### config.mk
export PLATFORM = sky130hd
export DESIGN_NAME = sac_ctrl
export DESIGN_NICKNAME = d
export VERILOG_FILES = /design/src/rtl/sac_pkg.sv /design/src/rtl/sac_ctrl.sv
export SDC_FILE = /design/constraint.sdc
export NUM_CORES = 1
export LEC_CHECK = 0
export BUFFER_PORTS_ARGS = -buffer_cell sky130_fd_sc_hd__buf_2
export CORE_ASPECT_RATIO = 1.25
export CORE_MARGIN = 3
export CORE_UTILIZATION = 54
export CTS_CLUSTER_SIZE = 24
export DETAILED_ROUTE_END_ITERATION = 10
export PLACE_DENSITY = 0.77
export SETUP_SLACK_MARGIN = 0.5
export SYNTH_ARGS = -nofsm -noshare
export SYNTH_HDL_FRONTEND = slang
export SYNTH_SLANG_ARGS = --single-unit
### constraint.sdc
create_clock -name clk_i -period 1.8 [get_ports clk_i]
set_clock_uncertainty 0.15 [all_clocks]
set_input_delay 0.36 -clock clk_i [delete_from_list [all_inputs] [get_ports clk_i]]
set_output_delay 0.36 -clock clk_i [all_outputs]
set_load 0.02 [all_outputs]
### src/rtl/sac_pkg.sv
// Shared constants, types and command codes for the suffix automaton
// common-substring block. No dependencies; imported by every rtl module but sac_ram.
package sac_pkg;

  localparam int MAX_TEXT   = 1023;
  localparam int MAX_STATES = 2048;
  localparam int ALPHABET   = 26;

  localparam int STATE_W = $clog2(MAX_STATES);
  localparam int SYM_W   = 5;
  localparam int LEN_W   = 10;
  localparam int TEXT_W  = 10;
  localparam int TR_AW   = STATE_W + SYM_W;

  typedef logic [STATE_W-1:0] state_t;
  typedef logic [LEN_W-1:0]   len_t;
  typedef logic [SYM_W-1:0]   sym_t;

  localparam state_t NULL_STATE = state_t'(0);
  localparam state_t ROOT_STATE = state_t'(1);

  // Datapath commands issued by the controller, one per cycle
  typedef enum logic [4:0] {
    OP_NONE,
    OP_INIT_ROW,
    OP_INIT_LEN,
    OP_ACCEPT,
    OP_T_START,
    OP_T_CLR,
    OP_T_LENW,
    OP_T_TOP,
    OP_T_CHK,
    OP_FOLLOW,
    OP_T_LQ,
    OP_T_LP,
    OP_C_LEN,
    OP_C_LNK,
    OP_C_LNK2,
    OP_C_LNK3,
    OP_C_RD,
    OP_C_WR,
    OP_R_TOP,
    OP_R_CHK,
    OP_T_DONE,
    OP_Q_START,
    OP_Q_BAD,
    OP_Q_CHK0,
    OP_Q_TOP,
    OP_Q_CHK,
    OP_Q_LEN,
    OP_Q_BEST,
    OP_PUT
  } sac_op_e;

  // Status flags returned by the datapath
  typedef struct packed {
    logic kind;
    logic sym_bad;
    logic full;
    logic p_zero;
    logic tr_zero;
    logic tr_eq_q;
    logic len_match;
    logic idx_last;
    logic out_free;
  } sac_stat_t;

endpackage

### src/rtl/sac_ctrl.sv
// Controller: sequences init, append, clone and match steps.
// Depends on sac_pkg; drives sac_dp through one command per cycle.
module sac_ctrl
  import sac_pkg::*;
(
  input  logic      clk_i,
  input  logic      rst_ni,
  input  logic      in_valid_i,
  output logic      in_ready_o,
  input  sac_stat_t stat_i,
  output sac_op_e   op_o
);

  typedef enum logic [4:0] {
    ST_INIT_ROW, ST_INIT_LEN, ST_IDLE, ST_DISPATCH,
    ST_T_START, ST_T_CLR, ST_T_LENW, ST_T_TOP, ST_T_CHK, ST_T_FOLLOW,
    ST_T_LQ, ST_T_LP, ST_C_LEN, ST_C_LNK, ST_C_LNK2, ST_C_LNK3,
    ST_C_RD, ST_C_WR, ST_R_TOP, ST_R_CHK, ST_R_FOLLOW, ST_T_DONE,
    ST_Q_START, ST_Q_BAD, ST_Q_CHK0, ST_Q_FOLLOW, ST_Q_TOP, ST_Q_CHK,
    ST_Q_LEN, ST_Q_BEST, ST_PUT
  } state_e;

  state_e state_q, state_d;

  // Decode command and next state
  always_comb begin
    state_d    = state_q;
    op_o       = OP_NONE;
    in_ready_o = 1'b0;
    case (state_q)
      ST_INIT_ROW: begin
        op_o = OP_INIT_ROW;
        if (stat_i.idx_last) state_d = ST_INIT_LEN;
      end
      ST_INIT_LEN: begin
        op_o = OP_INIT_LEN; state_d = ST_IDLE;
      end
      ST_IDLE: begin
        in_ready_o = 1'b1;
        if (in_valid_i) begin
          op_o = OP_ACCEPT; state_d = ST_DISPATCH;
        end
      end
      ST_DISPATCH: begin
        if (stat_i.kind) state_d = ST_Q_START;
        else if (stat_i.sym_bad || stat_i.full) state_d = ST_PUT;
        else state_d = ST_T_START;
      end
      ST_T_START: begin
        op_o = OP_T_START; state_d = ST_T_CLR;
      end
      ST_T_CLR: begin
        op_o = OP_T_CLR;
        if (stat_i.idx_last) state_d = ST_T_LENW;
      end
      ST_T_LENW: begin
        op_o = OP_T_LENW; state_d = ST_T_TOP;
      end
      ST_T_TOP: begin
        op_o = OP_T_TOP;
        state_d = stat_i.p_zero ? ST_T_DONE : ST_T_CHK;
      end
      ST_T_CHK: begin
        op_o = OP_T_CHK;
        state_d = stat_i.tr_zero ? ST_T_FOLLOW : ST_T_LQ;
      end
      ST_T_FOLLOW: begin
        op_o = OP_FOLLOW; state_d = ST_T_TOP;
      end
      ST_T_LQ: begin
        op_o = OP_T_LQ; state_d = ST_T_LP;
      end
      ST_T_LP: begin
        op_o = OP_T_LP;
        state_d = stat_i.len_match ? ST_T_DONE : ST_C_LEN;
      end
      ST_C_LEN: begin
        op_o = OP_C_LEN; state_d = ST_C_LNK;
      end
      ST_C_LNK: begin
        op_o = OP_C_LNK; state_d = ST_C_LNK2;
      end
      ST_C_LNK2: begin
        op_o = OP_C_LNK2; state_d = ST_C_LNK3;
      end
      ST_C_LNK3: begin
        op_o = OP_C_LNK3; state_d = ST_C_RD;
      end
      ST_C_RD: begin
        op_o = OP_C_RD; state_d = ST_C_WR;
      end
      ST_C_WR: begin
        op_o = OP_C_WR;
        state_d = stat_i.idx_last ? ST_R_TOP : ST_C_RD;
      end
      ST_R_TOP: begin
        op_o = OP_R_TOP;
        state_d = stat_i.p_zero ? ST_T_DONE : ST_R_CHK;
      end
      ST_R_CHK: begin
        op_o = OP_R_CHK;
        state_d = stat_i.tr_eq_q ? ST_R_FOLLOW : ST_T_DONE;
      end
      ST_R_FOLLOW: begin
        op_o = OP_FOLLOW; state_d = ST_R_TOP;
      end
      ST_T_DONE: begin
        op_o = OP_T_DONE; state_d = ST_PUT;
      end
      ST_Q_START: begin
        op_o = OP_Q_START;
        state_d = stat_i.sym_bad ? ST_Q_BAD : ST_Q_CHK0;
      end
      ST_Q_BAD: begin
        op_o = OP_Q_BAD; state_d = ST_Q_BEST;
      end
      ST_Q_CHK0: begin
        op_o = OP_Q_CHK0;
        state_d = stat_i.tr_zero ? ST_Q_FOLLOW : ST_Q_BEST;
      end
      ST_Q_FOLLOW: begin
        op_o = OP_FOLLOW; state_d = ST_Q_TOP;
      end
      ST_Q_TOP: begin
        op_o = OP_Q_TOP;
        state_d = stat_i.p_zero ? ST_Q_BEST : ST_Q_CHK;
      end
      ST_Q_CHK: begin
        op_o = OP_Q_CHK;
        state_d = stat_i.tr_zero ? ST_Q_FOLLOW : ST_Q_LEN;
      end
      ST_Q_LEN: begin
        op_o = OP_Q_LEN; state_d = ST_Q_BEST;
      end
      ST_Q_BEST: begin
        op_o = OP_Q_BEST; state_d = ST_PUT;
      end
      ST_PUT: begin
        if (stat_i.out_free) begin
          op_o = OP_PUT; state_d = ST_IDLE;
        end
      end
      default: state_d = ST_IDLE;
    endcase
  end

  // Hold state
  always_ff @(posedge clk_i or negedge rst_ni) begin
    if (!rst_ni) begin
      state_q <= ST_INIT_ROW;
    end else begin
      state_q <= state_d;
    end
  end

endmodule

==> impl_metrics.tcl, run 1 <==
set metrics [dict create \
    syn-num-nets 146 \
    grt-worst-endpoint "op_o[1]" \
    cts-root-buf "clkbuf_4" \
    place_ws_ps -68.2 \
    gp_congestion 0.955 \
    ys_ff_latch 5 \
    hpwlAfterDp_mm 2.49 \
    synthArstFlopShare_pct 100 \
    synth_edf_count 0 \
    stop_stage "global routing" \
    die_x_um 42.8 \
    ys_seq_area_share_pct 13.7 \
    error "[ERROR DPL-0038] Utilization greater than 100%, impossible to legalize" \
    yosys_most_used_dff "dfrtp_1" \
    cts_buffer_depth 2 \
    synthCells 134 \
    start_util_pct 57.8 \
    worst-endpoint-pin-kind "primary output" \
    ys_warn_count 0 \
    avgSynthCellArea_sq_um 6.82 \
    syn_area_sq_um 913 \
    io_pins 18 \
    cts.htree.levels 1 \
    clock-sinks 5 \
    grt_max_degree 12 \
    status "aborted with a tool error" \
    rows 16 \
    cts_buffers 3 \
    dp_cells 182 \
    synth.distinct_cells 47 \
    io_buffers 17 \
    die_h_um 52.0 \
]
==> Yosys cell counts, types with 2 or more instances <==
library cell	n	share of area (%)
nor2b_1	3	2.1
nand3_1	3	1.6
buf_6	3	3.7
a221oi_1	2	1.9
o21ai_1	8	4.4
o21ai_0	4	2.2
inv_1	2	0.82
o31ai_1	2	1.6
nor3_1	4	2.2
a21o_1	2	1.6
o22ai_1	2	1.4
o32ai_1	2	1.9
nor2_1	12	4.9
a21oi_1	15	8.2
buf_4	2	1.6
dfrtp_1	5	14
nand2_1	20	8.2
a31oi_1	2	1.4
buf_2	7	3.8
nand2b_1	6	4.1
a221o_1	2	2.2
==> logic make-up after synthesis <==
kind of cell | Yosys count | synth area share, %
AOI/OAI and AO/OA | 55 | 42.9
buffers and inverters | 16 | 11.2
DFF | 5 | 13.7
and+or+nand+nor | 58 | 32.2
==> metrics by stage <==
step	utilization (%)	area, sq um
4_1_cts	92.2	1460
3_5_place_dp	76.9	1220
3_3_place_gp	76.9	1220
2_1_floorplan	-	1050
==> timing repair <==
action                                  CTS
endpoints found under the setup margin   11
cloned                                    0
gates resized for setup                  30
buffers inserted                         12
pin swaps                                 5
endpoints found under the hold margin     5
hold buffers                              1
==> run 2, diff against run 1 <==
- CORE_AREA: default -> 3 3 64 66
- CORE_ASPECT_RATIO: 1.25 -> default
- CORE_MARGIN: 3 -> default
- CORE_UTILIZATION: 54 -> default
- CTS_CLUSTER_SIZE: 24 -> default
- DIE_AREA: default -> 0 0 67 69
- PLACE_DENSITY: 0.77 -> default
- PLACE_DENSITY_LB_ADDON: default -> 0.15
- SETUP_SLACK_MARGIN: 0.5 -> default
==> run 2 against run 1 <==
Net effect:
- the flow now finishes, with violations (setup timing)
- area after synthesis is the same
- synthesized cell count unchanged
==> impl_metrics.tcl, run 2 <==
set metrics [dict create \
    crit_path_end_kind "primary output" \
    layout-drive-gt1-share_pct 57.9 \
    area_growth_pct 85.2 \
    period_needed_ps 1980 \
    yosys_most_used_dff "dfrtp_1" \
    cap_violations 0 \
    cp_cell_sequence "nor2_2, nand2_1, a21oi_2, a221oi_2, o21ai_1, buf_4" \
    yosysTopAreaCell "dfrtp_1" \
    relSlewSlack_pct 70.2 \
    whs_ps 339 \
    grt_use_total_pct 17.1 \
    core_sq_um 3630 \
    wire_per_inst_um 16.0 \
    vias 1277 \
    cts_tree "built" \
    yosys.cell_count.top_type "nand2_1" \
    fin_ws_ps -183 \
    r2r_end "state_q[0]" \
    ys_ff_latch 5 \
    avgSynthCellArea_sq_um 6.82 \
    violations "setup timing" \
    status "finished with violations" \
    timing_worst_setup_path_type "register to primary output" \
    final_max_slew_viol_count 0 \
    firstDrtPassIters 4 \
    cts_buffer_depth 2 \
    total_power_mw 3.96 \
    gp_congestion 0.904 \
    cp.arrival_ps 1470 \
    die_h_um 69 \
    totalNegativeSetupSlack_ps -1050 \
    rrSetupSlack_ps -110 \
    r2r_cells 7 \
    n_antenna_cell 0 \
    rsz0062_at_grt "yes" \
    die_x_um 67 \
    cpPeakStageDelay_ps 450 \
    synth.top_cell.area_share_pct 13.7 \
    synth_common_cells "20 x nand2_1, 15 x a21oi_1, 12 x nor2_1" \
    path_delay_family "flip-flops" \
    worstReg2RegStart "state_q[0]" \
    final_util_pct 46.6 \
    ir_drop_mv 0.683 \
    cp_max_fo 4 \
    cts.htree.levels 1 \
    drc 0 \
    drt_iter0_markers 72 \
    io_pins 18 \
    grt_util_met2_pct 28.2 \
    syn-num-nets 146 \
    grt_max_degree 16 \
    start_util_pct 25.1 \
    clk_latency_ps 220 \
    final_cell_mix "45 x buf_4, 15 x nand2_1, 11 x buf_2" \
    final_area_sq_um 1690 \
    ys_seq_area_share_pct 13.7 \
    start_kind "register" \
    grt_antenna_before_repair 0 \
    viasPerCell 5.26 \
    grt_busiest_layer "met2" \
    final_common_cell "buf_4" \
    clock-sinks 5 \
    final-seq-area_sq_um 130 \
    critPathBufInv 1 \
    max_freq_mhz 504 \
    largest_registers "state_q x5" \
    grt_pass1_wl_mm 6.23 \
    grt_use_met3_pct 2.61 \
    io_buffers 17 \
    syn_area_sq_um 913 \
    synth.distinct_cells 47 \
    cts-root-buf "clkbuf_8" \
    yosys-top-cells-area "dfrtp_1 14%, a21oi_1 8.2%, nand2_1 8.2%" \
    timing.final.crit_share_pct 110 \
    wirelength_mm 3.89 \
    synth_edf_count 0 \
    fill_cells 357 \
    worst-path-stages 6 \
    hpwlAfterDp_mm 2.52 \
    crit_slowest_cell "dfrtp_2" \
    hold_path.class "primary input to asynchronous set/reset pin" \
    rows 22 \
    cts_buffers 3 \
    worstMarginPinSlew_ps 444 \
    place_area_sq_um 1270 \
    required_ps 1290 \
    ant_nets 0 \
    synthArstFlopShare_pct 100 \
    fin_nets 208 \
    top_register "state_q" \
    multi_input_area_sq_um 870 \
    die_area_sq_um 4620 \
    ys_warn_count 0 \
    powerDensity_nw_per_um2 2340 \
    clk_pin_slew_ps 40 \
    overflow 0 \
    largest_reg_flops 5 \
    p_leak_nw 0.735 \
    finalSetupViolCount 10 \
    synthCells 134 \
    grt_pass1_vias 1274 \
    hold_viol_final 0 \
    met1_usage_pct 21.9 \
]
-- run 2: what timing repair did --
item                                    in CTS  in global routing
endpoints found under the setup margin       9                 11
gates cloned                                 1                  0
hold endpoints to repair                     5                  0
pin swaps                                   13                  7
gates resized for setup                     43                 23
hold buffers                                 1                  0
setup buffers                               12                  3
-- run 2: how the worst max path moves through the flow --
stage / slack, ps / startpoint / endpoint
6_report: -180 / state_q[4] / op_o[0]
5_1_grt: -230 / state_q[0] / op_o[1]
4_1_cts: -210 / state_q[0] / op_o[1]
3_5_place_dp: -60 / state_q[0] / op_o[1]
3_3_place_gp: -100 / state_q[3] / state_q[1]
2_1_floorplan: -20 / state_q[4] / op_o[1]
-- run 2: final cells by class --
type | instances | area share (%)
Clock buffer | 4 | 2.66
Inverter | 3 | 1.26
Tap cell | 48 | 3.55
Sequential cell | 5 | 7.69
Timing Repair Buffer | 70 | 33.4
Multi-Input combinational cell | 113 | 51.4
-- run 2: cell families after synthesis --
logic type      after synthesis  share of synthesized area [%]
simple gates                 58                           32.2
compound gates               55                           42.9
buf+inv                      16                           11.2
flops                         5                           13.7
-- run 2: report_power, final --
| part | leakage [nW] | total (mW) | switching, mW | internal, mW |
|---|---|---|---|---|
| Combinational | 0.658 | 3.43 | 1.71 | 1.72 |
| Sequential | 0.0548 | 0.317 | 0.129 | 0.188 |
| Clock | 0.0228 | 0.208 | 0.0561 | 0.152 |
-- run 2: worst reg2reg max path, cell delays in order, from the launching register on --
cell and delay (ps):
dfrtp_2 440, buf_4 150, buf_4 120, nand2b_4 150, or4_4 480, nand2_2 100, a41oi_2 50, a32oi_2 180
-- run 2: per-stage QoR --
| stage | instances | setup WS, ps |
|---|---|---|
| CTS | 240 | -210 |
| global placement | 222 | -95.7 |
| global route | 243 | -235 |
| detailed placement | 222 | -61.6 |
| floorplan | 134 | -17.6 |
| finish | 243 | -183 |
-- run 2: metal layers --
layer	share of wire [%]	up-vias
li1	-	632
met1	43	599
met2	51	36
met3	3.7	10
met4	2.1	0
met5	0	-
Power figures use the tool's default switching activity.
==> run 3, diff against run 2 <==
- SETUP_SLACK_MARGIN: default -> 0.1
==> run 3 against run 2 <==
Net effect:
- the run still ends with setup timing left
- maximum frequency rose by 1.2%
- register-to-register slack improved by 40 ps
- clock power barely moved
- largest cell class unchanged
- hold slack got worse by 4.9 ps
- via count rose by 0.39%
- wire length fell by 7.8%
==> impl_metrics.tcl, run 3 (synthesized netlist as in run 2, its figures left out) <==
set metrics [dict create \
    hold_viol_final 0 \
    start_util_pct 25.1 \
    core_sq_um 3630 \
    required_ps 1290 \
    p_leak_nw 0.679 \
    total_power_mw 3.73 \
    final_util_pct 44.0 \
    largest_reg_flops 5 \
    cp.arrival_ps 1450 \
    crit_slowest_cell "dfrtp_1" \
    ir_drop_mv 0.713 \
    layout-drive-gt1-share_pct 57.2 \
    r2r_end "state_q[1]" \
    gp_congestion 0.882 \
    grt_pass1_wl_mm 5.62 \
    die_x_um 67 \
    rsz0062_at_grt "yes" \
    grt_pass1_vias 1175 \
    drc 0 \
    relSlewSlack_pct 71.7 \
    cp_max_fo 14 \
    met1_usage_pct 21.5 \
    grt_use_total_pct 15.2 \
    cts-root-buf "clkbuf_8" \
    top_register "state_q" \
    n_antenna_cell 0 \
    cts_tree "built" \
    final_area_sq_um 1600 \
    viasPerCell 5.46 \
    crit_path_end_kind "primary output" \
    final_common_cell "buf_4" \
    grt_antenna_before_repair 0 \
    final_max_slew_viol_count 0 \
    fin_ws_ps -159 \
    final_cell_mix "36 x buf_4, 17 x nand2_1, 14 x buf_2" \
    worstMarginPinSlew_ps 423 \
    wirelength_mm 3.58 \
    period_needed_ps 1960 \
    cts_buffers 3 \
    fill_cells 380 \
    cts_buffer_depth 2 \
    rows 22 \
    cts.htree.levels 1 \
    grt_use_met3_pct 1.30 \
    wire_per_inst_um 15.2 \
    r2r_cells 7 \
    io_buffers 17 \
    grt_max_degree 15 \
    timing_worst_setup_path_type "register to primary output" \
    finalSetupViolCount 8 \
    clk_pin_slew_ps 30 \
    rrSetupSlack_ps -70 \
    overflow 0 \
    clk_latency_ps 220 \
    status "finished with violations" \
    area_growth_pct 75.1 \
    worstReg2RegStart "state_q[4]" \
    clock-sinks 5 \
    grt_busiest_layer "met2" \
    cpPeakStageDelay_ps 380 \
    firstDrtPassIters 4 \
    max_freq_mhz 510 \
    drt_iter0_markers 102 \
    timing.final.crit_share_pct 109 \
    io_pins 18 \
    die_h_um 69 \
    cp_cell_sequence "buf_12, buf_4, nand2b_4, nand2_1, a32oi_1, o21ai_2, buf_6" \
    place_area_sq_um 1270 \
    ant_nets 0 \
    fin_nets 200 \
    largest_registers "state_q x5" \
    hpwlAfterDp_mm 2.57 \
    powerDensity_nw_per_um2 2330 \
    cap_violations 0 \
    grt_util_met2_pct 23.8 \
    violations "setup timing" \
    die_area_sq_um 4620 \
    hold_path.class "primary input to asynchronous set/reset pin" \
    start_kind "register" \
    vias 1282 \
]
[run 3: worst max path at each step]
stage                from  cells after the start  slack, ps    endpoint
2_1_floorplan  state_q[4]                      6         40     op_o[1]
3_3_place_gp   state_q[3]                      6       -130  state_q[1]
3_5_place_dp   state_q[2]                      6        -70  state_q[2]
4_1_cts        state_q[0]                      5       -150     op_o[1]
5_1_grt        state_q[0]                      7       -210     op_o[0]
6_report       state_q[0]                      7       -160     op_o[0]
[run 3: repair_timing]
action	in CTS	in global routing
resized for setup	21	32
hold buffers	1	0
hold endpoints to repair	5	0
setup endpoints to repair	10	11
setup buffers	4	5
pin swaps	6	9
[run 3: final cells by class]
cell class                 count  area (sq um)  share of cell area, %
multi-input combinational    113           858                   53.7
inverter                       3          16.3                   1.02
timing repair buffer          62           490                   30.7
clock buffer                   4          45.0                   2.82
sequential                     5           129                   8.06
tap                           48          60.1                   3.76
[run 3: per-stage QoR]
stage / worst slack (ps) / hold slack (ps) / std cells / setup TNS, ps
final: -159 / 334 / 235 / -791
after global routing: -211 / 356 / 235 / -1400
after CTS: -150 / 337 / 230 / -691
after detailed placement: -73.6 / 33.5 / 221 / -127
after global placement: -126 / 30.4 / 221 / -213
after floorplan: 35.9 / -85.6 / 134 / 0
[run 3: report_power, final]
part | internal, mW | switching, mW | total (mW) | leakage (nW)
clock | 0.152 | 0.0557 | 0.208 | 0.0228
sequential | 0.186 | 0.108 | 0.294 | 0.0558
combinational | 1.60 | 1.63 | 3.22 | 0.600
[run 3: worst max-delay path: cells and delay by family, from the launching register on]
kind	cells	cell delay, ps
AOI/OAI and AO/OA	2	270
buffers and inverters	3	450
DFF	1	380
and+or+nand+nor	2	120
[run 3: per-layer routing]
metal / routed length, um / share of wire [%] / vias to the layer above
met5: 0 / 0 / -
met1: 1670 / 46 / 616
li1: - / - / 616
met3: 136 / 3.8 / 8
met2: 1700 / 48 / 42
met4: 77 / 2.1 / 0
